File: config.mk
export PLATFORM = sky130hd
export DESIGN_NAME = fixed_array_list
export DESIGN_NICKNAME = d
export VERILOG_FILES = /design/src/rtl/core/fal_pkg.sv /design/src/rtl/core/fal_ram.sv /design/src/rtl/core/fixed_array_list.sv
export SDC_FILE = /design/constraint.sdc
export NUM_CORES = 1
export LEC_CHECK = 0
export BUFFER_PORTS_ARGS = -buffer_cell sky130_fd_sc_hd__buf_4
export CAP_MARGIN = 15
export CORE_ASPECT_RATIO = 0.8
export CORE_MARGIN = 3
export CORE_UTILIZATION = 63
export CTS_BUF_LIST = sky130_fd_sc_hd__clkbuf_8
export CTS_CLUSTER_DIAMETER = 120
export DETAILED_ROUTE_END_ITERATION = 12
export GPL_TIMING_DRIVEN = 0
export MAX_ROUTING_LAYER = met4
export PLACE_DENSITY_LB_ADDON = 0.08
export SYNTH_ARGS = -nofsm -noshare
export SYNTH_HDL_FRONTEND = slang
export SYNTH_HIERARCHICAL = 1
export SYNTH_SLANG_ARGS = --single-unit
File: constraint.sdc
create_clock -name i_clk -period 5.95 [get_ports i_clk]
set_input_delay 0.8925 -clock i_clk [delete_from_list [all_inputs] [get_ports i_clk]]
set_output_delay 0.8925 -clock i_clk [all_outputs]
set_load 0.1 [all_outputs]
File: src/rtl/core/fal_pkg.sv
// Shared types and codes for the fixed array list.
package fal_pkg;

    localparam int DATA_W    = 32;
    localparam int POS_W     = 5;
    localparam int CNT_OUT_W = 5;

    typedef enum logic [2:0] {
        REQ_INS_HEAD = 3'd0,
        REQ_INS_TAIL = 3'd1,
        REQ_INS_POS  = 3'd2,
        REQ_RM_HEAD  = 3'd3,
        REQ_RM_TAIL  = 3'd4,
        REQ_RM_POS   = 3'd5
    } t_req;

    typedef enum logic [1:0] {
        ST_OK    = 2'd0,
        ST_FULL  = 2'd1,
        ST_EMPTY = 2'd2,
        ST_RANGE = 2'd3
    } t_status;

    typedef enum logic [2:0] {
        S_IDLE,
        S_TAKE_RD,
        S_TAKE_GET,
        S_CHECK,
        S_SHIFT_RD,
        S_SHIFT_WR,
        S_PUT,
        S_FINISH
    } t_state;

endpackage

File: src/rtl/core/fal_ram.sv
// Generic single-write, single-read RAM with registered read data.
module fal_ram #(
    parameter int WIDTH = 32,
    parameter int DEPTH = 16
) (
    input  logic                     i_clk,
    input  logic                     i_we,
    input  logic [$clog2(DEPTH)-1:0] i_waddr,
    input  logic [WIDTH-1:0]         i_wdata,
    input  logic [$clog2(DEPTH)-1:0] i_raddr,
    output logic [WIDTH-1:0]         o_rdata
);

    logic [WIDTH-1:0] r_mem [DEPTH];
    logic [WIDTH-1:0] r_rdata;

    always_ff @(posedge i_clk) begin
        if (i_we) begin
            r_mem[i_waddr] <= i_wdata;
        end
        r_rdata <= r_mem[i_raddr];
    end

    assign o_rdata = r_rdata;

endmodule

File: src/rtl/core/fixed_array_list.sv
// Fixed array list: insert/remove at head, tail or position over one shared RAM.
// Insert: check, then a read, write and check per shifted entry, then put the value and finish.
// Remove: read the entry at the position, then a read, write and check per shifted entry, then finish.
// A rejected item goes straight to finish. The strobe comes in finish; a new item is taken after it.
// Each moved entry costs a read, a write and a check on the single RAM port pair.
// Synchronous reset empties the list; RAM contents are not cleared. No output stall.
module fixed_array_list
    import fal_pkg::*;
#(
    parameter int CAPACITY = 16
) (
    input  logic                 i_clk,
    input  logic                 i_rst_n,
    input  logic                 start,
    output logic                 busy,
    input  logic [2:0]           i_req_type,
    input  logic [POS_W-1:0]     i_position,
    input  logic [DATA_W-1:0]    i_value,
    output logic                 o_strobe,
    output logic [DATA_W-1:0]    o_removed_value,
    output logic [1:0]           o_status,
    output logic [CNT_OUT_W-1:0] o_count_after
);

    localparam int AW = $clog2(CAPACITY);
    localparam int CW = $clog2(CAPACITY + 1);
    localparam int MW = (CW > POS_W) ? CW : POS_W;

    t_state            r_state, n_state;
    logic [CW-1:0]     r_count, n_count;
    logic [CW-1:0]     r_idx, n_idx;
    logic [CW-1:0]     r_pos, n_pos;
    logic              r_dir_up, n_dir_up;
    logic [DATA_W-1:0] r_val, n_val;
    logic [DATA_W-1:0] r_removed, n_removed;
    t_status           r_status, n_status;

    logic              w_accept;
    logic              w_is_ins;
    logic              w_is_rm;
    logic [MW-1:0]     w_tpos;
    logic [MW-1:0]     w_count_ext;
    t_status           w_stat;
    logic [CW-1:0]     w_src;
    logic              w_more;

    logic              w_we;
    logic [AW-1:0]     w_waddr;
    logic [DATA_W-1:0] w_wdata;
    logic [AW-1:0]     w_raddr;
    logic [DATA_W-1:0] w_rdata;

    assign w_accept    = start && (r_state == S_IDLE);
    assign w_count_ext = MW'(r_count);

    // shared index adder: step toward the source entry of the next move
    assign w_src  = r_idx + (r_dir_up ? {CW{1'b1}} : CW'(1));
    assign w_more = r_dir_up ? (r_idx > r_pos) : (w_src < r_count);

    // request decode and checks
    always_comb begin
        w_is_ins = 1'b0;
        w_is_rm  = 1'b0;
        w_tpos   = '0;
        case (t_req'(i_req_type))
            REQ_INS_HEAD: begin
                w_is_ins = 1'b1;
            end
            REQ_INS_TAIL: begin
                w_is_ins = 1'b1;
                w_tpos   = w_count_ext;
            end
            REQ_INS_POS: begin
                w_is_ins = 1'b1;
                w_tpos   = MW'(i_position);
            end
            REQ_RM_HEAD: begin
                w_is_rm = 1'b1;
            end
            REQ_RM_TAIL: begin
                w_is_rm = 1'b1;
                w_tpos  = w_count_ext - MW'(1);
            end
            REQ_RM_POS: begin
                w_is_rm = 1'b1;
                w_tpos  = MW'(i_position);
            end
            default: begin
                w_tpos = '0;
            end
        endcase

        if (w_is_ins) begin
            if (r_count == CW'(CAPACITY)) begin
                w_stat = ST_FULL;
            end else if (w_tpos > w_count_ext) begin
                w_stat = ST_RANGE;
            end else begin
                w_stat = ST_OK;
            end
        end else if (w_is_rm) begin
            if (r_count == '0) begin
                w_stat = ST_EMPTY;
            end else if (w_tpos >= w_count_ext) begin
                w_stat = ST_RANGE;
            end else begin
                w_stat = ST_OK;
            end
        end else begin
            w_stat = ST_RANGE;
        end
    end

    // next state
    always_comb begin
        n_state = r_state;
        case (r_state)
            S_IDLE: begin
                if (start) begin
                    if (w_stat != ST_OK) begin
                        n_state = S_FINISH;
                    end else if (w_is_ins) begin
                        n_state = S_CHECK;
                    end else begin
                        n_state = S_TAKE_RD;
                    end
                end
            end
            S_TAKE_RD:  n_state = S_TAKE_GET;
            S_TAKE_GET: n_state = S_CHECK;
            S_CHECK: begin
                if (w_more) begin
                    n_state = S_SHIFT_RD;
                end else if (r_dir_up) begin
                    n_state = S_PUT;
                end else begin
                    n_state = S_FINISH;
                end
            end
            S_SHIFT_RD: n_state = S_SHIFT_WR;
            S_SHIFT_WR: n_state = S_CHECK;
            S_PUT:      n_state = S_FINISH;
            S_FINISH:   n_state = S_IDLE;
            default:    n_state = S_IDLE;
        endcase
    end

    // datapath and RAM control
    always_comb begin
        n_count   = r_count;
        n_idx     = r_idx;
        n_pos     = r_pos;
        n_dir_up  = r_dir_up;
        n_val     = r_val;
        n_removed = r_removed;
        n_status  = r_status;
        w_we      = 1'b0;
        w_waddr   = r_idx[AW-1:0];
        w_wdata   = w_rdata;
        w_raddr   = w_src[AW-1:0];
        case (r_state)
            S_IDLE: begin
                if (start) begin
                    n_status  = w_stat;
                    n_removed = '0;
                    n_val     = i_value;
                    n_dir_up  = w_is_ins;
                    n_pos     = CW'(w_tpos);
                    n_idx     = w_is_ins ? r_count : CW'(w_tpos);
                end
            end
            S_TAKE_RD: begin
                w_raddr = r_pos[AW-1:0];
            end
            S_TAKE_GET: begin
                n_removed = w_rdata;
            end
            S_CHECK: begin
                if (!w_more && !r_dir_up) begin
                    n_count = r_count - CW'(1);
                end
            end
            S_SHIFT_RD: begin
                w_raddr = w_src[AW-1:0];
            end
            S_SHIFT_WR: begin
                w_we  = 1'b1;
                n_idx = w_src;
            end
            S_PUT: begin
                w_we    = 1'b1;
                w_waddr = r_pos[AW-1:0];
                w_wdata = r_val;
                n_count = r_count + CW'(1);
            end
            S_FINISH: begin
                n_count = r_count;
            end
            default: begin
                n_count = r_count;
            end
        endcase
    end

    always_ff @(posedge i_clk) begin
        if (!i_rst_n) begin
            r_state <= S_IDLE;
            r_count <= '0;
        end else begin
            r_state <= n_state;
            r_count <= n_count;
        end
        r_idx     <= n_idx;
        r_pos     <= n_pos;
        r_dir_up  <= n_dir_up;
        r_val     <= n_val;
        r_removed <= n_removed;
        r_status  <= n_status;
    end

    fal_ram #(
        .WIDTH (DATA_W),
        .DEPTH (CAPACITY)
    ) u_ram (
        .i_clk   (i_clk),
        .i_we    (w_we),
        .i_waddr (w_waddr),
        .i_wdata (w_wdata),
        .i_raddr (w_raddr),
        .o_rdata (w_rdata)
    );

    logic [MW-1:0] w_count_out;
    assign w_count_out     = MW'(r_count);

    assign busy            = (r_state != S_IDLE);
    assign o_strobe        = (r_state == S_FINISH);
    assign o_removed_value = r_removed;
    assign o_status        = r_status;
    assign o_count_after   = w_count_out[CNT_OUT_W-1:0];

    // an accepted item always raises busy in the cycle after it is taken
    a_accept_busy: assert property (@(posedge i_clk) disable iff (!i_rst_n)
        w_accept |=> busy)
        else $error("accepted item did not raise busy");

    a_strobe_single: assert property (@(posedge i_clk) disable iff (!i_rst_n)
        o_strobe |=> !o_strobe)
        else $error("result strobe held longer than one cycle");

    a_count_bound: assert property (@(posedge i_clk) disable iff (!i_rst_n)
        r_count <= CW'(CAPACITY))
        else $error("entry count above capacity");

    a_full_status: assert property (@(posedge i_clk) disable iff (!i_rst_n)
        (o_strobe && r_status == ST_FULL) |-> (r_count == CW'(CAPACITY)))
        else $error("full status with room left");

    a_no_idle_write: assert property (@(posedge i_clk) disable iff (!i_rst_n)
        w_we |-> (r_state == S_SHIFT_WR || r_state == S_PUT))
        else $error("RAM written outside a move or put step");

endmodule

==> tab_implementation.tex, run 1 <==
\begin{tabular}{lr}
\hline
Metric & Value \\
\hline
\multicolumn{2}{l}{\textbf{Clock tree}} \\
Root buffer selected by CTS & sky130\_fd\_sc\_hd\_\_clkbuf\_8 \\
Hold-fix buffers at CTS & 0 \\
Htree depth & 3 \\
Clock buffer count from CTS & between 90 and 100 \\
Maximum clock path buffer count & 3 \\
CTS tree & built \\
Clock insertion delay at the later pin of the skew report & between 600 and 700 ps \\
Clock Sink Count & about 630 \\
Buffers inserted by post-CTS timing repair & 0 \\
CTS clock-pin slew for the worst setup and hold paths & approximately 70 ps \\
PostCTS Resize Cnt & 0 \\
\multicolumn{2}{l}{\textbf{Timing}} \\
Crit share post-route & between 60\% and 70\% \\
Final setup margin & around 2000 ps \\
Number of max-slew violations in the final report & 0 \\
Rel. slew slack & a little under a third \\
Fmax & around 250 MHz \\
Fin Setup TNS & 0 ps \\
Count of endpoints failing hold in the final timing report & 0 \\
Number of setup violations in the final report & 0 \\
Worst-case clock skew & $\sim$36 ps \\
Unrepaired setup endpoints after global routing & false \\
Min Clock Period, post-route & 3960 ps \\
Pin slew with the least headroom to its limit & $\sim$1000 ps \\
\multicolumn{2}{l}{\textbf{Synth}} \\
Post-Synthesis Net Count & 1351 \\
Synthesized instance count & roughly 1300 \\
Fraction of the yosys area taken by sequential cells & about three quarters \\
Synth async-reset ratio & 0\% \\
Top FF cell, synth & sky130\_fd\_sc\_hd\_\_edfxtp\_1 \\
Number of distinct library cells after synthesis & 53 \\
Post-Syn Area per Cell & roughly 19 µm² \\
Syn Std Cell Area & approximately 24000 µm² \\
Number of synthesized flops with an enable pin & a little under 600 \\
Warnings from Yosys & 6 \\
Number of synthesized register bits & 629 \\
\multicolumn{2}{l}{\textbf{Hold path}} \\
Startpoint of the worst hold path & i\_value[2] \\
Path class of the lowest-slack min-delay path & primary input to register \\
Cell depth of the worst min-delay path & 1 \\
Endpoint with the worst hold slack & r\_val[2]\$\_DFFE\_PP\_ \\
\multicolumn{2}{l}{\textbf{GRT}} \\
Pin count of the biggest net entering global routing & 33 \\
First-pass GRT wire length & 84000 µm \\
Antenna violations before repair & 1 \\
Total gr overflow & 0 \\
Vias in the first global route & between 10000 and 15000 \\
Global router's overall resource usage & between 20 and 30\% \\
\multicolumn{2}{l}{\textbf{Floorplanning}} \\
\# IOs & 84 \\
Starting Density & 64.7\% \\
Die ar. & a little over 40000 µm² \\
Die outline height & approximately 180 µm \\
Number of placement rows & 63 \\
Core ar. & around 38000 µm² \\
Floorplan die width & 226 µm \\
\multicolumn{2}{l}{\textbf{Worst setup path}} \\
Critical R2R Launch & r\_state[2]\$\_SDFFE\_PN0P\_ \\
Flop-to-flop setup slack & approximately 2000 ps \\
Kind of start point of the critical path & register \\
Worst reg2reg path endpoint & u\_ram/r\_mem[15][8]\$\_DFFE\_PP\_ \\
Logic depth of the worst register-to-register path & 7 \\
Path type of the worst setup path & register to register \\
Endpoint required time on the critical path & roughly 6300 ps \\
Sort of element at the end of the critical path & register \\
Data arrival, critical path & about 4300 ps \\
CP Max Fanout & 20 \\
\multicolumn{2}{l}{\textbf{Placement}} \\
Final estimated routing congestion in global placement & between 0.8 and 0.9 \\
Worst slack at placement & 2080 ps \\
Port bufs & 83 \\
Dpl hpwl & 35600 µm \\
\multicolumn{2}{l}{\textbf{Detailed routing}} \\
Residual DRC & 0 \\
First DRT Iteration DRCs & 1677 \\
Antenna Nets Post-Route & 0 \\
Total via count in the routed design & $\sim$13000 \\
Routed wirelength normalized by instance count & approximately 27 µm \\
Via count normalized by instance count & 6.40 \\
Pre-Repair DR Iteration Count & 5 \\
Final Routed Wirelength & between 50000 and 60000 µm \\
\multicolumn{2}{l}{\textbf{Power}} \\
Max rail drop VDD & 0.000424 V \\
Leak & $\sim$10 nW \\
Pwr/cell area & roughly 580 nW/µm² \\
\multicolumn{2}{l}{\textbf{Final layout}} \\
Area growth from synthesis to final layout & 15.4\% \\
Total Nets Final & between 1500 and 2000 \\
ANT cells & 0 \\
Share of final-layout standard cells stronger than drive strength 1 & a little over a quarter \\
\multicolumn{2}{l}{\textbf{Run status}} \\
Run status & completed \\
\multicolumn{2}{l}{\textbf{Run}} \\
\# Max-Cap Violations & 0 \\
\hline
\end{tabular}
cells in the final DEF, fill, tap and decap left out, types with 19 or more instances in the layout:
master	instances
sky130_fd_sc_hd__a22oi_1	65
sky130_fd_sc_hd__buf_4	93
sky130_fd_sc_hd__and2_1	36
sky130_fd_sc_hd__edfxtp_1	589
sky130_fd_sc_hd__inv_1	58
sky130_fd_sc_hd__mux4_2	128
sky130_fd_sc_hd__dfxtp_1	40
sky130_fd_sc_hd__o21ai_0	25
sky130_fd_sc_hd__ha_1	20
sky130_fd_sc_hd__clkbuf_8	108
sky130_fd_sc_hd__clkbuf_1	26
sky130_fd_sc_hd__nor2_1	19
sky130_fd_sc_hd__nand2_1	160
cell families (layout without fill, tap and decap cells):
group	count (synthesis)	after routing	synth area share, %
adders and majority gates	21	21	1.11
DFF	629	629	76.0
and+or+nand+nor	272	272	5.08
buffers and inverters	85	372	1.57
xor gates and xnor gates	6	6	0.216
AOI/OAI and AO/OA	140	140	3.95
muxes	134	134	12.1
worst max-delay path by stage:
| stage | cells past startpoint | endpoint | slack, ps | start |
|---|---|---|---|---|
| floorplan | 7 | u_ram/r_mem[0][0]$_DFFE_PP_ | 1620 | r_state[2]$_SDFFE_PN0P_ |
| global placement | 7 | u_ram/r_mem[12][18]$_DFFE_PP_ | -1790 | r_state[2]$_SDFFE_PN0P_ |
| detailed placement | 7 | u_ram/r_mem[15][17]$_DFFE_PP_ | 2080 | r_state[2]$_SDFFE_PN0P_ |
| CTS | 7 | u_ram/r_mem[15][8]$_DFFE_PP_ | 2070 | r_state[2]$_SDFFE_PN0P_ |
| global route | 7 | u_ram/r_mem[15][8]$_DFFE_PP_ | 1840 | r_state[2]$_SDFFE_PN0P_ |
| finish | 7 | u_ram/r_mem[15][8]$_DFFE_PP_ | 1990 | r_state[2]$_SDFFE_PN0P_ |
per-stage QoR:
stage                     instance area [µm²]  cells  power, mW  hold WS (ps)  utilization [%]
after floorplan                         24300   1287       10.8           506                -
after global placement                  25600   1857       12.6           511             68.0
after detailed placement                26200   1889       12.8           517             69.7
after CTS                               28100   2060       16.2           373             74.7
after global routing                    28100   2061       16.9           383             74.7
final                                   28100   2061       16.2           421             74.7
power breakdown:
group	total, mW	internal [mW]	leakage, nW	switching (mW)
sequential	6.14	5.96	5.70	0.176
combinational	6.62	2.18	2.92	4.44
clock	3.41	1.83	1.09	1.58
total	16.2	9.97	9.71	6.19
cells in the mapped netlist (3+ instances only):
cell	count	share of area, %
sky130_fd_sc_hd__a211oi_1	3	0.093
sky130_fd_sc_hd__a21o_1	3	0.093
sky130_fd_sc_hd__a21oi_1	16	0.33
sky130_fd_sc_hd__a22oi_1	65	2.0
sky130_fd_sc_hd__a311oi_1	3	0.11
sky130_fd_sc_hd__a31oi_1	6	0.15
sky130_fd_sc_hd__and2_1	36	0.93
sky130_fd_sc_hd__buf_1	10	0.15
sky130_fd_sc_hd__buf_2	17	0.35
sky130_fd_sc_hd__buf_4	9	0.28
sky130_fd_sc_hd__clkbuf_1	26	0.40
sky130_fd_sc_hd__dfxtp_1	40	3.3
sky130_fd_sc_hd__edfxtp_1	589	73
sky130_fd_sc_hd__ha_1	20	1.0
sky130_fd_sc_hd__inv_1	22	0.34
sky130_fd_sc_hd__mux2_2	3	0.14
sky130_fd_sc_hd__mux2i_1	3	0.12
sky130_fd_sc_hd__mux4_2	128	12
sky130_fd_sc_hd__nand2_1	160	2.5
sky130_fd_sc_hd__nand2b_1	6	0.15
sky130_fd_sc_hd__nand3_1	6	0.12
sky130_fd_sc_hd__nand3b_1	4	0.12
sky130_fd_sc_hd__nor2_1	31	0.48
sky130_fd_sc_hd__nor2b_1	4	0.10
sky130_fd_sc_hd__nor3_1	11	0.23
sky130_fd_sc_hd__o211ai_1	5	0.15
sky130_fd_sc_hd__o21ai_0	25	0.51
sky130_fd_sc_hd__xnor2_1	4	0.14
area by class of cell:
class | count | area, µm²
flip-flops and latches | 629 | 18500
fillers | 2151 | 9500
multi-input cells | 573 | 5580
clock buffers | 108 | 1490
repair buffers | 116 | 1170
well taps | 487 | 609
clock inverters | 63 | 374
plain buffers | 63 | 299
inverters | 22 | 82.6
sequential cells by signal (all words and copies together) (netlist names):
| register | cells |
|---|---|
| u_ram/r_mem | 512 |
| o_removed_value | 32 |
| r_val | 32 |
| u_ram/o_rdata | 32 |
| o_count_after | 5 |
| r_idx | 5 |
| r_pos | 5 |
| r_state | 3 |
| o_status | 2 |
| r_dir_up | 1 |
critical path: stages (launching register included):
cell,delay (ps)
sky130_fd_sc_hd__dfxtp_1,330
sky130_fd_sc_hd__buf_2,220
sky130_fd_sc_hd__nand3b_1,390
sky130_fd_sc_hd__buf_2,360
sky130_fd_sc_hd__o21ai_0,830
sky130_fd_sc_hd__nand2_1,470
sky130_fd_sc_hd__nor2_4,730
sky130_fd_sc_hd__buf_12,300
per-layer routing:
metal | routed length, µm | part of all wire [%] | up-vias | global-route usage [%]
li1 | - | - | 5579 | -
met2 | 25900 | 46 | 784 | 41.9
met3 | 5720 | 10 | 94 | 6.35
met1 | 23200 | 41 | 6729 | 43.5
met5 | 0 | 0 | - | -
met4 | 1250 | 2.2 | 0 | 8.05
Power figures use the tool's default switching activity.
==> run 2, diff against run 1 <==
--- a/config.mk
+++ b/config.mk
@@ -9,7 +9,7 @@
 export CAP_MARGIN = 15
 export CORE_ASPECT_RATIO = 0.8
 export CORE_MARGIN = 3
-export CORE_UTILIZATION = 63
+export CORE_UTILIZATION = 58
 export CTS_BUF_LIST = sky130_fd_sc_hd__clkbuf_8
 export CTS_CLUSTER_DIAMETER = 120
 export DETAILED_ROUTE_END_ITERATION = 12
==> constraint.sdc (replaced) <==
create_clock -name i_clk -period 3.2 [get_ports i_clk]
set_input_delay 0.48 -clock i_clk [delete_from_list [all_inputs] [get_ports i_clk]]
set_output_delay 0.48 -clock i_clk [all_outputs]
set_load 0.1 [all_outputs]
==> run 2 against run 1 <==
The run now ends with setup timing left. Fmax increased by 20%. Via count increased by 1.3%. Non-clock buffer count increased by 51. First-iteration DRC count decreased by 7.6%. Critical path depth decreased by 1. Sequential cell count unchanged. Power increased by 86%. Design area increased by 2.6%. Sequential power increased by 86%. Setup slack got worse by 2100 ps. Worst hold slack got worse by 320 ps. Register-to-register slack got worse by 2100 ps.
==> tab_implementation.tex, run 2 (synthesis results as in run 1) <==
\begin{tabular}{lr}
\hline
Metric & Value \\
\hline
\multicolumn{2}{l}{\textbf{Hold path}} \\
Path class of the lowest-slack min-delay path & primary input to register (unchanged) \\
Cell depth of the worst min-delay path & 2 (was 1) \\
Endpoint with the worst hold slack & o\_count\_after[1]\$\_SDFFE\_PN0P\_ (was r\_val[2]\$\_DFFE\_PP\_) \\
Startpoint of the worst hold path & i\_rst\_n (was i\_value[2]) \\
\multicolumn{2}{l}{\textbf{Worst setup path}} \\
CP Max Fanout & 10 (was 20) \\
Peak per-stage delay on the critical path & 850 ps (was 830 ps) \\
Endpoint required time on the critical path & 3470 ps (was 6270 ps) \\
Cell-by-cell trace of the critical path & buf\_6 > and3b\_1 > buf\_2 > o21ai\_0 > nand2b\_2 > nor2\_2 (was buf\_2 > nand3b\_1 > buf\_2 > o21ai\_0 > nand2\_1 > nor2\_4 > buf\_12) \\
Slowest cell on the critical path & sky130\_fd\_sc\_hd\_\_nor2\_2 (was sky130\_fd\_sc\_hd\_\_o21ai\_0) \\
Path type of the worst setup path & register to register (unchanged) \\
Kind of start point of the critical path & register (unchanged) \\
Worst reg2reg path endpoint & u\_ram/r\_mem[1][7]\$\_DFFE\_PP\_ (was u\_ram/r\_mem[15][8]\$\_DFFE\_PP\_) \\
Cell family contributing the most delay on the critical path & simple AND/OR/NAND/NOR gates (unchanged) \\
Sort of element at the end of the critical path & register (unchanged) \\
Flop-to-flop setup slack & -100 ps (was 1990 ps) \\
Number of buffers and inverters on the critical path & 2 (was 3) \\
Logic depth of the worst register-to-register path & 6 (was 7) \\
Critical R2R Launch & r\_state[1]\$\_SDFFE\_PN0P\_ (was r\_state[2]\$\_SDFFE\_PN0P\_) \\
Stages on worst setup path & 6 (was 7) \\
Data arrival, critical path & 3570 ps (was 4290 ps) \\
\multicolumn{2}{l}{\textbf{Floorplanning}} \\
Floorplan die width & 235 µm (was 226 µm) \\
Die ar. & 44500 µm² (was 41000 µm²) \\
Number of placement rows & 66 (was 63) \\
Starting Density & 59.3\% (was 64.7\%) \\
Core ar. & 41000 µm² (was 37600 µm²) \\
Die outline height & 189 µm (was 182 µm) \\
\# IOs & 84 (unchanged) \\
\multicolumn{2}{l}{\textbf{Power}} \\
Pwr/cell area & 1040 nW/µm² (was 575 nW/µm²) \\
Leak & 10.1 nW (was 9.71 nW) \\
Max rail drop VDD & 0.000656 V (was 0.000424 V) \\
\multicolumn{2}{l}{\textbf{Detailed routing}} \\
Routed wirelength normalized by instance count & 26.6 µm (was 27.2 µm) \\
Antenna Nets Post-Route & 0 (unchanged) \\
First DRT Iteration DRCs & 1549 (was 1677) \\
Via count normalized by instance count & 6.13 (was 6.40) \\
Pre-Repair DR Iteration Count & 5 (unchanged) \\
Residual DRC & 0 (unchanged) \\
Final Routed Wirelength & 58000 µm (was 56100 µm) \\
Total via count in the routed design & 13400 (was 13200) \\
\multicolumn{2}{l}{\textbf{Final layout}} \\
ANT cells & 0 (unchanged) \\
Final std cell area, no fill & 28800 µm² (was 28100 µm²) \\
Total Nets Final & 1617 (was 1560) \\
Flip-flop count of the largest register after layout & 512 (unchanged) \\
Share of final-layout standard cells stronger than drive strength 1 & 29.3\% (was 27.0\%) \\
Non-filler cells, final & 2178 (was 2061) \\
Utilization after layout & 70.3\% (was 74.7\%) \\
Most common cell after layout, fill and taps aside & sky130\_fd\_sc\_hd\_\_edfxtp\_1 (unchanged) \\
Area growth from synthesis to final layout & 18.5\% (was 15.4\%) \\
Commonest cells after routing, fill and taps aside & 589 x sky130\_fd\_sc\_hd\_\_edfxtp\_1, 159 x sky130\_fd\_sc\_hd\_\_nand2\_1, 128 x sky130\_fd\_sc\_hd\_\_mux4\_2, 114 x sky130\_fd\_sc\_hd\_\_buf\_4, 105 x sky130\_fd\_sc\_hd\_\_clkbuf\_8 (was 589 x sky130\_fd\_sc\_hd\_\_edfxtp\_1, 160 x sky130\_fd\_sc\_hd\_\_nand2\_1, 128 x sky130\_fd\_sc\_hd\_\_mux4\_2, 108 x sky130\_fd\_sc\_hd\_\_clkbuf\_8, 93 x sky130\_fd\_sc\_hd\_\_buf\_4) \\
Register ranked first by flip-flop count & u\_ram/r\_mem (unchanged) \\
\multicolumn{2}{l}{\textbf{Run status}} \\
Run status & complete, but fails checks (was completed) \\
Violated checks & setup timing \\
\multicolumn{2}{l}{\textbf{Placement}} \\
Dpl hpwl & 34400 µm (was 35600 µm) \\
Port bufs & 83 (unchanged) \\
Cell Area, Placed & 26300 µm² (was 26200 µm²) \\
Final estimated routing congestion in global placement & 0.877 (was 0.869) \\
Placed Cells incl. Taps & 1940 (was 1889) \\
Worst slack at placement & -645 ps (was 2080 ps) \\
\multicolumn{2}{l}{\textbf{GRT}} \\
Total gr overflow & 0 (unchanged) \\
Pin count of the biggest net entering global routing & 33 (unchanged) \\
First-pass GRT wire length & 85000 µm (was 84000 µm) \\
Vias in the first global route & 13300 (was 13200) \\
Antenna violations before repair & 0 (was 1) \\
Global router's overall resource usage & 26.9\% (was 29.2\%) \\
\multicolumn{2}{l}{\textbf{Timing}} \\
Rel. slew slack & 26.6\% (was 31.0\%) \\
Number of max-slew violations in the final report & 0 (unchanged) \\
Crit share post-route & 103\% (was 66.6\%) \\
Worst-case clock skew & 34.1 ps (was 36.1 ps) \\
Pin slew with the least headroom to its limit & 1100 ps (was 1020 ps) \\
Fmax & 303 MHz (was 252 MHz) \\
Unrepaired setup endpoints after global routing & true (was false) \\
Number of setup violations in the final report & 31 (was 0) \\
Final setup margin & -104 ps (was 1990 ps) \\
Min Clock Period, post-route & 3300 ps (was 3960 ps) \\
Count of endpoints failing hold in the final timing report & 0 (unchanged) \\
\multicolumn{2}{l}{\textbf{Clock tree}} \\
CTS clock-pin slew for the worst setup and hold paths & 60 ps (was 70 ps) \\
Clock buffer count from CTS & 94 (was 91) \\
Maximum clock path buffer count & 3 (unchanged) \\
Clock Sink Count & 629 (unchanged) \\
Root buffer selected by CTS & sky130\_fd\_sc\_hd\_\_clkbuf\_8 (unchanged) \\
CTS tree & built (unchanged) \\
Htree depth & 3 (unchanged) \\
Clock insertion delay at the later pin of the skew report & 670 ps (was 660 ps) \\
\multicolumn{2}{l}{\textbf{Run}} \\
\# Max-Cap Violations & 0 (unchanged) \\
\hline
\end{tabular}
run 2: cell count changes in the layout (fill, tap and decap cells not counted), sizes merged, moves of 3 or more:
cell / change
nor2: +3
buf: +12
inv: +3
dlygate4sd3: +32
bufinv: -4
clkbuf: +4
clkinv: +9
run 2: power breakdown:
group,internal (mW),switching [mW]
Clock,3.03,3.05
Combinational,4.25,8.37
Sequential,11.1,0.329
run 2: stage by stage:
stage	hold slack [ps]	TNS, ps	total power, mW
after global routing	69.6	-6380	31.5
after detailed placement	515	-131230	23.9
after global placement	508	-1059480	23.5
final	97.3	-1620	30.1
after floorplan	506	-96990	20.0
after CTS	38.6	-1840	30.1
run 2: how the worst max path moves through the flow:
stage	start	to	slack, ps
after floorplan	r_state[2]$_SDFFE_PN0P_	u_ram/r_mem[15][0]$_DFFE_PP_	-330
after global placement	r_state[2]$_SDFFE_PN0P_	u_ram/r_mem[11][15]$_DFFE_PP_	-2460
after detailed placement	r_state[2]$_SDFFE_PN0P_	u_ram/r_mem[7][14]$_DFFE_PP_	-640
after CTS	r_state[2]$_SDFFE_PN0P_	u_ram/r_mem[5][9]$_DFFE_PP_	-100
after global routing	r_state[1]$_SDFFE_PN0P_	u_ram/r_mem[5][25]$_DFFE_PP_	-160
final	r_state[1]$_SDFFE_PN0P_	u_ram/r_mem[1][7]$_DFFE_PP_	-100
run 2: worst register-to-register path, delay by kind of cell, from the launching register on:
family	cells	cell delay, ps
and+or+nand+nor	3	1510
AOI/OAI and AO/OA	1	710
buffers and inverters	2	360
DFF	1	320
run 2: what timing repair did:
item	4_1_cts	5_1_grt
buffers inserted	21	5
endpoints found under the setup margin	480	181
pin swaps	13	4
endpoints found under the hold margin	32	0
cloned	1	2
resized for setup	57	34
hold buffers	32	0
run 2: layer usage:
layer,track usage [%],wire length (µm),vias up
met2,39.0,26500,733
met1,39.5,24600,6836
met5,-,0,-
met3,5.37,5500,94
li1,-,-,5699
met4,8.02,1370,0
run 2: area by class of cell:
type | instances | area, µm²
Clock inverter | 72 | 317
Fill cell | 2514 | 12200
Multi-Input combinational cell | 576 | 5660
Tap cell | 544 | 681
Buffer | 63 | 389
Inverter | 22 | 82.6
Clock buffer | 105 | 1450
Sequential cell | 629 | 18500
Timing Repair Buffer | 167 | 1770
==> run 3, diff against run 2 <==
--- a/config.mk
+++ b/config.mk
@@ -15,7 +15,7 @@
 export DETAILED_ROUTE_END_ITERATION = 12
 export GPL_TIMING_DRIVEN = 0
 export MAX_ROUTING_LAYER = met4
-export PLACE_DENSITY_LB_ADDON = 0.08
+export PLACE_DENSITY = 0.78
 export SYNTH_ARGS = -nofsm -noshare
 export SYNTH_HDL_FRONTEND = slang
 export SYNTH_HIERARCHICAL = 1
==> run 3 against run 2 <==
The flow now finishes without violations. Core utilization down 0.48 points. Via count grew 1.1%. Sequential cell count did not move. Clock-buffer cell count shrank 1. Worst hold slack improved by 24 ps. Routed wire length fell by 0.35%. Final cell count shrank 0.60%. Critical path depth rose by 3. Non-clock buffer count decreased by 5. Clock power increased by 1%. Sequential share of layout area up 0.43 points. Design area shrank 0.69%. Critical endpoint is now u_ram/r_mem[1][24]$_DFFE_PP_. Largest power group unchanged. Highest routed layer unchanged.
==> tab_implementation.tex, run 3 (synthesis results as in run 1) <==
\begin{tabular}{lr}
\hline
Metric & Value \\
\hline
\multicolumn{2}{l}{\textbf{Detailed routing}} \\
Total via count in the routed design & 13500 (was 13400) \\
Final Routed Wirelength & 57800 µm (was 58000 µm) \\
Routed wirelength normalized by instance count & 26.7 µm (was 26.6 µm) \\
Antenna Nets Post-Route & 0 (unchanged) \\
Pre-Repair DR Iteration Count & 5 (unchanged) \\
Via count normalized by instance count & 6.24 (was 6.13) \\
Residual DRC & 0 (unchanged) \\
First DRT Iteration DRCs & 1718 (was 1549) \\
\multicolumn{2}{l}{\textbf{Worst setup path}} \\
Most frequent cell on the critical path & sky130\_fd\_sc\_hd\_\_buf\_2 \\
Data arrival, critical path & 3450 ps (was 3570 ps) \\
Endpoint required time on the critical path & 3540 ps (was 3470 ps) \\
Path type of the worst setup path & register to register (unchanged) \\
Cell-by-cell trace of the critical path & buf\_2 > and3b\_1 > buf\_2 > nand2\_1 > o21ai\_1 > buf\_2 > nand2b\_1 > nor2\_4 > buf\_12 (was buf\_6 > and3b\_1 > buf\_2 > o21ai\_0 > nand2b\_2 > nor2\_2) \\
CP Max Fanout & 16 (was 10) \\
Kind of start point of the critical path & register (unchanged) \\
Sort of element at the end of the critical path & register (unchanged) \\
Slowest cell on the critical path & sky130\_fd\_sc\_hd\_\_buf\_2 (was sky130\_fd\_sc\_hd\_\_nor2\_2) \\
Peak per-stage delay on the critical path & 420 ps (was 850 ps) \\
\multicolumn{2}{l}{\textbf{Timing}} \\
Worst-case clock skew & 30.3 ps (was 34.1 ps) \\
Fin Hold WS & 121 ps (was 97.3 ps) \\
Final setup margin & 90.1 ps (was -104 ps) \\
Crit share post-route & 97.2\% (was 103\%) \\
Pin slew with the least headroom to its limit & 1130 ps (was 1100 ps) \\
Fmax & 322 MHz (was 303 MHz) \\
Number of setup violations in the final report & 0 (was 31) \\
Rel. slew slack & 24.5\% (was 26.6\%) \\
Min Clock Period, post-route & 3110 ps (was 3300 ps) \\
Number of max-slew violations in the final report & 0 (unchanged) \\
Count of endpoints failing hold in the final timing report & 0 (unchanged) \\
\multicolumn{2}{l}{\textbf{GRT}} \\
Antenna violations before repair & 0 (unchanged) \\
Total gr overflow & 0 (unchanged) \\
Global router's overall resource usage & 27.2\% (was 26.9\%) \\
Pin count of the biggest net entering global routing & 33 (unchanged) \\
Vias in the first global route & 13600 (was 13300) \\
First-pass GRT wire length & 86100 µm (was 85000 µm) \\
\multicolumn{2}{l}{\textbf{Clock tree}} \\
Clock insertion delay at the later pin of the skew report & 670 ps (about the same) \\
CTS clock-pin slew for the worst setup and hold paths & 60 ps (about the same) \\
Clock buffer count from CTS & 91 (was 94) \\
Clock Sink Count & 629 (unchanged) \\
CTS tree & built (unchanged) \\
Root buffer selected by CTS & sky130\_fd\_sc\_hd\_\_clkbuf\_8 (unchanged) \\
Maximum clock path buffer count & 3 (unchanged) \\
Htree depth & 3 (unchanged) \\
\multicolumn{2}{l}{\textbf{Power}} \\
Pwr/cell area & 1050 nW/µm² (was 1040 nW/µm²) \\
Max rail drop VDD & 0.000924 V (was 0.000656 V) \\
Fraction of power spent switching nets & 38.8\% (was 39.0\%) \\
Clock power share & 20.4\% (was 20.2\%) \\
Leak & 10.0 nW (was 10.1 nW) \\
Design internal power & 18.4 mW (about the same) \\
Share of power burned in combinational logic & 41.6\% (was 41.9\%) \\
Sequential fraction of design power & 38.0\% (was 37.9\%) \\
Net switching power & 11.7 mW (about the same) \\
\multicolumn{2}{l}{\textbf{Floorplanning}} \\
Die ar. & 44500 µm² (unchanged) \\
Number of placement rows & 66 (unchanged) \\
Starting Density & 59.3\% (unchanged) \\
\# IOs & 84 (unchanged) \\
Core ar. & 41000 µm² (unchanged) \\
Floorplan die width & 235 µm (unchanged) \\
Die outline height & 189 µm (unchanged) \\
\multicolumn{2}{l}{\textbf{Placement}} \\
Dpl hpwl & 35100 µm (was 34400 µm) \\
Worst slack at placement & -519 ps (was -645 ps) \\
Placed Cells incl. Taps & 1938 (was 1940) \\
Final estimated routing congestion in global placement & 0.858 (was 0.877) \\
Port bufs & 83 (unchanged) \\
\multicolumn{2}{l}{\textbf{Final layout}} \\
Flip-flop count of the largest register after layout & 512 (unchanged) \\
Area growth from synthesis to final layout & 17.7\% (was 18.5\%) \\
Share of final-layout standard cells stronger than drive strength 1 & 28.7\% (was 29.3\%) \\
Most common cell after layout, fill and taps aside & sky130\_fd\_sc\_hd\_\_edfxtp\_1 (unchanged) \\
Total Nets Final & 1606 (was 1617) \\
Non-filler cells, final & 2165 (was 2178) \\
Register ranked first by flip-flop count & u\_ram/r\_mem (unchanged) \\
Commonest cells after routing, fill and taps aside & 589 x sky130\_fd\_sc\_hd\_\_edfxtp\_1, 160 x sky130\_fd\_sc\_hd\_\_nand2\_1, 128 x sky130\_fd\_sc\_hd\_\_mux4\_2, 108 x sky130\_fd\_sc\_hd\_\_buf\_4, 104 x sky130\_fd\_sc\_hd\_\_clkbuf\_8 (was 589 x sky130\_fd\_sc\_hd\_\_edfxtp\_1, 159 x sky130\_fd\_sc\_hd\_\_nand2\_1, 128 x sky130\_fd\_sc\_hd\_\_mux4\_2, 114 x sky130\_fd\_sc\_hd\_\_buf\_4, 105 x sky130\_fd\_sc\_hd\_\_clkbuf\_8) \\
\multicolumn{2}{l}{\textbf{Hold path}} \\
Path class of the lowest-slack min-delay path & primary input to register (unchanged) \\
\multicolumn{2}{l}{\textbf{Run}} \\
\# Max-Cap Violations & 0 (unchanged) \\
\multicolumn{2}{l}{\textbf{Run status}} \\
Run status & completed (was complete, but fails checks) \\
\hline
\end{tabular}
run 3: changes by cell type in the layout (fill, tap and decap cells not counted), moves of 3 or more:
cell,change
sky130_fd_sc_hd__buf_16,-6
sky130_fd_sc_hd__buf_2,+10
sky130_fd_sc_hd__buf_4,-6
sky130_fd_sc_hd__buf_6,-3
sky130_fd_sc_hd__clkbuf_2,+3
sky130_fd_sc_hd__clkbuf_4,-5
sky130_fd_sc_hd__clkinv_1,-8
sky130_fd_sc_hd__inv_1,+5
sky130_fd_sc_hd__o21ai_0,+3
run 3: final cells by class:
cell class	instances	area, µm²
Sequential cell	629	18500
Fill cell	2409	12400
Multi-Input combinational cell	573	5630
Timing Repair Buffer	162	1640
Clock buffer	104	1430
Tap cell	544	681
Buffer	63	343
Clock inverter	67	337
Inverter	22	82.6
Antenna cell	1	2.50
run 3: routing by layer:
metal | up-vias | routed length [µm] | GRT usage (%)
met5 | - | 0 | -
met2 | 900 | 27200 | 40.3
met3 | 125 | 6220 | 7.34
met4 | 0 | 1560 | 8.05
li1 | 5672 | - | -
met1 | 6814 | 22700 | 37.9
run 3: stage by stage:
stage | setup TNS (ps) | utilization, % | total power, mW | instance area, µm²
global placement | -1019870 | 62.6 | 23.3 | 25700
CTS | 0 | 69.6 | 30.0 | 28600
global route | -0.132 | 69.8 | 31.5 | 28600
floorplan | -96990 | - | 20.0 | 24400
detailed placement | -151170 | 63.9 | 23.8 | 26200
finish | 0 | 69.8 | 30.1 | 28600
run 3: worst paths after layout:
| path | from | to | slack (ps) | cells after the start |
|---|---|---|---|---|
| setup reg to reg | r_state[1]$_SDFFE_PN0P_ | u_ram/r_mem[1][24]$_DFFE_PP_ | 90 | 9 |
| hold reg to reg | u_ram/o_rdata[1]$_DFF_P_ | o_removed_value[1]$_SDFFCE_PN0P_ | 520 | 1 |
| hold / removal | i_rst_n | o_count_after[3]$_SDFFE_PN0P_ | 120 | 2 |
| setup / recovery | r_state[1]$_SDFFE_PN0P_ | u_ram/r_mem[1][24]$_DFFE_PP_ | 90 | 9 |
run 3: worst max-delay path, delay by kind of cell, from the launching register on:
kind	cells	cell delay [ps]
AO/OA/AOI/OAI	1	280
buffers and inverters	4	1180
flip-flops	1	330
AND/OR/NAND/NOR	4	1000
run 3: power groups by stage:
stage                     clock [mW]  combinational, mW  sequential [mW]
final                           6.15               12.5             11.4
after global placement             0               11.7             11.6
after CTS                       6.20               12.3             11.4
after global routing            6.61               13.4             11.5
after floorplan                    0               6.88             13.2
after detailed placement           0               12.2             11.6
run 3: repair_timing:
| action | CTS | global route |
|---|---|---|
| gates resized for setup | 22 | 42 |
| setup buffers | 18 | 5 |
| setup endpoints to repair | 516 | 102 |
| pin swaps | 15 | 2 |
| hold buffers | 32 | 0 |
| endpoints found under the hold margin | 32 | 0 |
